$ cat config.mk
export PLATFORM = sky130hd
export DESIGN_NAME = olt_ram
export DESIGN_NICKNAME = d
export VERILOG_FILES = /design/src/rtl/core/olt_ram.sv
export SDC_FILE = /design/constraint.sdc
export NUM_CORES = 2
export LEC_CHECK = 0
export BUFFER_PORTS_ARGS = -buffer_cell sky130_fd_sc_hd__buf_2
export CAP_MARGIN = 15
export CORE_UTILIZATION = 60
export CTS_CLUSTER_SIZE = 8
export DETAILED_ROUTE_END_ITERATION = 7
export HOLD_SLACK_MARGIN = 0.03
export PLACE_DENSITY = 0.83
export REMOVE_ABC_BUFFERS = 1
export SYNTH_ARGS = -nofsm -noshare
export SYNTH_HDL_FRONTEND = slang
export SYNTH_SLANG_ARGS = --single-unit
$ cat constraint.sdc
create_clock -name clock -period 7.65 [get_ports clock]
set_input_delay 1.9125 -clock clock [delete_from_list [all_inputs] [get_ports clock]]
set_output_delay 1.9125 -clock clock [all_outputs]
set_load 0.01 [all_outputs]
$ cat src/rtl/core/olt_ram.sv
module olt_ram #(
   parameter int WIDTH = 32,
   parameter int DEPTH = 64
) (
   input  logic                     clock,
   input  logic                     wr_en,
   input  logic [$clog2(DEPTH)-1:0] wr_addr,
   input  logic [WIDTH-1:0]         wr_data,
   input  logic                     rd_en,
   input  logic [$clog2(DEPTH)-1:0] rd_addr,
   output logic [WIDTH-1:0]         rd_data
);
   logic [WIDTH-1:0] mem_ff [DEPTH];
   logic [WIDTH-1:0] rd_data_ff;

   always_ff @(posedge clock) begin
      if (wr_en) begin
         mem_ff[wr_addr] <= wr_data;
      end
      if (rd_en) begin
         rd_data_ff <= mem_ff[rd_addr];
      end
   end

   assign rd_data = rd_data_ff;
endmodule

Word level (Yosys, flattened, before mapping)
Memory sizes are Yosys's and may differ from the RTL's. A register that Yosys moved wholly into a read port is not among the register bits. Index checks and enable logic that the tools add are counted.

RAM bits: 2048. Memories: 1. Logic and storage cells: 3. Flip-flop bits (word level): 0. Input port bits: 47. Output and inout bits: 32.

Memories: mem_ff (words 64, width 32, rd ports 1, clocked after Yosys merged registers in 1, write ports 1, line 13) `logic [WIDTH-1:0] mem_ff [DEPTH];`.

Mux-type cells: 2.

Operator list (number): 1-bit two-way mux (2).

Longest topological paths before layout
Depth after elaboration: 2. Mapped depth: 10.

Worst setup path before layout
Ideal clock, no wire load.

Kind: input to register. Start point: input wr_addr[3]. End point: memory mem_ff[48][0] (enable). Required time: 7.189 ns. Stages on the path: 4. Setup time: 0.461 ns. Arrival: 4.611 ns. Slack: 2.578 ns. Cell sequence: clkbuf_1 -> nor2b_1 -> nand4b_1 -> nor3_1.

RTL lines: start, declared (line 7) `input logic [$clog2(DEPTH)-1:0] wr_addr,`; end, declared (line 13).

Straight into the memory's write port.

==> summary.md <==
| Metric | Value |
|---|---|
| Period utilization | `70.59%` |
| Total Wirelength | `256.3 mm` |
| Unrepaired setup endpoints after global routing | `no` |
| Clock tree from TritonCTS | `done` |
| CP Max Fanout | `between 100 and 150` |
| Fin util | `69.51%` |
| Worst endpoint required time | `8240 ps` |
| Avg Vias per Cell | `8.039` |
| Post-DRT Antenna Nets | `0` |
| Syn. warnings | `0` |
| Synthesis-to-layout area growth | `14.60%` |
| CP arrival | `5990 ps` |
| Root Driver | `clkbuf_16` |
| Upper clock frequency limit | `about 0.19 GHz` |
| Register area share after synthesis | `79.23%` |
| # DRC | `5` |
| Critical path buffers and inverters | `2` |
| # clock sinks | `2,080` |
| Overflow after GRT | `0` |
| Fin Clk Skew | `~51 ps` |
| Vias in the first global route | `~43,000` |
| Buffers on Ports | `78` |
| Routed length per instance | `around 47 um` |
| Layout cell share with drive strength beyond 1 | `31.38%` |
| Post-CTS Hold Buffers | `0` |
| Outcome | `finished with violations` |
| R2R setup slack | `3960 ps` |
| Clock slew at reported path FFs | `50 ps` |
| Cts bufs inserted | `309` |
| Critical path cell sequence | `buf_8 -> buf_12 -> and2_1 -> a22oi_1 -> and3_1 -> o32ai_1 -> nor3_1` |
| CP max stage delay | `1750 ps` |
| IO Pins | `79` |
| Detail Placement HPWL | `110.8 mm` |
| H-tree levels | `5` |
| Tot Pwr | `around 26,000 uW` |
| GRT Overall Usage | `between 30% and 40%` |
| RD Place Congestion | `just under 0.9` |
| Slew Limit Fails | `2` |
| Antenna violations before repair | `23` |
| Vias post-DR | `43,659` |
| Nets | `approximately 3,700` |
| Failing checks | `DRC, capacitance limit, slew limit` |
| Slew HR | `-51.71%` |
| Die width | `364.5 um` |
| DIE HEIGHT | `between 300 and 400 um` |
| Die area | `132,800 um2` |
| Tmin final | `about 5400 ps` |
| Measured slew at the worst slew-check pin | `2269 ps` |
| Setup repair bufs after CTS | `0` |
| Most frequent cells in the layout | `edfxtp_1 (2,080), mux4_2 (544), clkbuf_16 (316)` |
| Largest net degree at the start of global routing | `around 100` |
| Mapped Area | `78,840 um2` |
| Setup TNS | `0 ps` |
| Place WS | `around 2100 ps` |
| Starting density of the core | `60.65%` |
| Critical path class | `primary input to flip-flop` |
| Setup ws final | `2250 ps` |
| CP max-delay cell | `o32ai_1` |
| Cell row count | `132` |
| Hold Fails Final Rpt | `0` |
| First-pass DRT Iterations | `8` |
| Max Cap Viol | `1` |
| Detailed Route Iter0 Violations | `10,181` |
| Post-CTS resize count | `0` |
| Synthesis-stage register bit count | `2,080` |
| Commonest non-fill, non-tap cell in the layout | `edfxtp_1` |
| Core region area | `130,000 um2` |
| Worst VDD drop | `0.2689 mV` |
| Final setup vio count | `0` |
| First-pass GRT wire length | `341.8 mm` |
| Leak pwr | `between 0.02 and 0.03 uW` |
| Avg Inst Size Synth | `23.72 um2` |
| Post-synth cell types | `33` |
| Post-Syn Instances | `between 3,000 and 4,000` |
| Crit path capture type | `flip-flop` |
| Startpoint Class | `primary input` |
| Clk buf depth | `4` |
| Pwr dens | `290.4 nW/um2` |
| Later-pin clock latency in the skew report | `950 ps` |
| Worst hold path type | `flip-flop to flip-flop` |
| CP delay by family, top | `compound AO/OA/AOI/OAI gates` |
==> tightest hold or removal path, delay by kind of cell, from the launching register on <==
kind,cells,cell delay (ps)
AO/OA/AOI/OAI,1,160
AND/OR/NAND/NOR,2,320
flip-flops,1,320
multiplexers,1,80
==> per-layer routing <==
layer  global-route usage [%]  share of wire [%]  vias up
met4                    24.93                8.8       26
met1                    48.27                 29    21537
met3                    13.21                 17     1413
met5                   0.6173               0.11        -
met2                    55.73                 45     5849
li1                         -                  -    14834
==> area by class of cell <==
cell class | instances | area [um2]
tap | 1742 | 2180
sequential | 2080 | 62460
clock buffer | 316 | 7908
fill | 6719 | 39640
multi-input combinational | 1062 | 15980
antenna | 8 | 20.02
timing repair buffer | 219 | 1755
clock inverter | 4 | 42.54
==> per-stage QoR <==
| stage | hold WS [ps] | cells | instance area [um2] |
|---|---|---|---|
| 2_1_floorplan | 750.2 | 3142 | 77950 |
| 3_3_place_gp | 842.4 | 5085 | 82070 |
| 3_5_place_dp | 876.7 | 5086 | 82090 |
| 4_1_cts | 922.3 | 5406 | 90040 |
| 5_1_grt | 1013 | 5424 | 90330 |
| 6_report | 1019 | 5431 | 90340 |
==> logic make-up after synthesis <==
family | after synthesis | synth area share, %
buffers and inverters | 182 | 1.124
AND/OR/NAND/NOR | 223 | 1.260
AO/OA/AOI/OAI | 202 | 1.666
multiplexers | 637 | 16.72
flip-flops | 2080 | 79.23
==> cells in the mapped netlist (all sizes together) <==
| cell | instances | share of area (%) |
|---|---|---|
| a21oi | 62 | 0.39 |
| a22oi | 12 | 0.11 |
| a311oi | 8 | 0.089 |
| a31oi | 1 | 0.0079 |
| a41o | 4 | 0.051 |
| and2 | 2 | 0.016 |
| and3 | 4 | 0.032 |
| buf | 108 | 0.77 |
| clkbuf | 74 | 0.35 |
| edfxtp | 2080 | 79 |
| mux2i | 93 | 1.2 |
| mux4 | 544 | 16 |
| nand2 | 26 | 0.12 |
| nand2b | 8 | 0.063 |
| nand3 | 5 | 0.032 |
| nand3b | 5 | 0.048 |
| nand4 | 2 | 0.016 |
| nand4b | 1 | 0.011 |
| nor2 | 137 | 0.65 |
| nor2b | 15 | 0.12 |
| nor3 | 7 | 0.044 |
| o221ai | 27 | 0.30 |
| o22ai | 84 | 0.67 |
| o32ai | 4 | 0.044 |
| or2 | 3 | 0.024 |
| or3 | 3 | 0.024 |
| or3b | 5 | 0.056 |
==> where the power goes <==
group / switching [uW] / internal [uW] / total [uW]
clock network: 4950 / 7210 / 12200
logic: 908 / 429 / 1340
registers: 71.2 / 12700 / 12700
total: 5930 / 20300 / 26200
==> registers in the layout, summed over array words and instances, names as in the netlist <==
| signal | flops |
|---|---|
| mem_ff | 2048 |
| rd_data | 32 |
==> worst paths after layout <==
path | from | depth (start not counted) | to
setup / recovery | rd_addr[2] | 7 | rd_data[4]
hold / removal | mem_ff[13][4] | 4 | rd_data[4]
setup reg to reg | mem_ff[36][4] | 5 | rd_data[4]
hold reg to reg | mem_ff[13][4] | 4 | rd_data[4]
No activity file was read; power rests on OpenSTA's default activity.
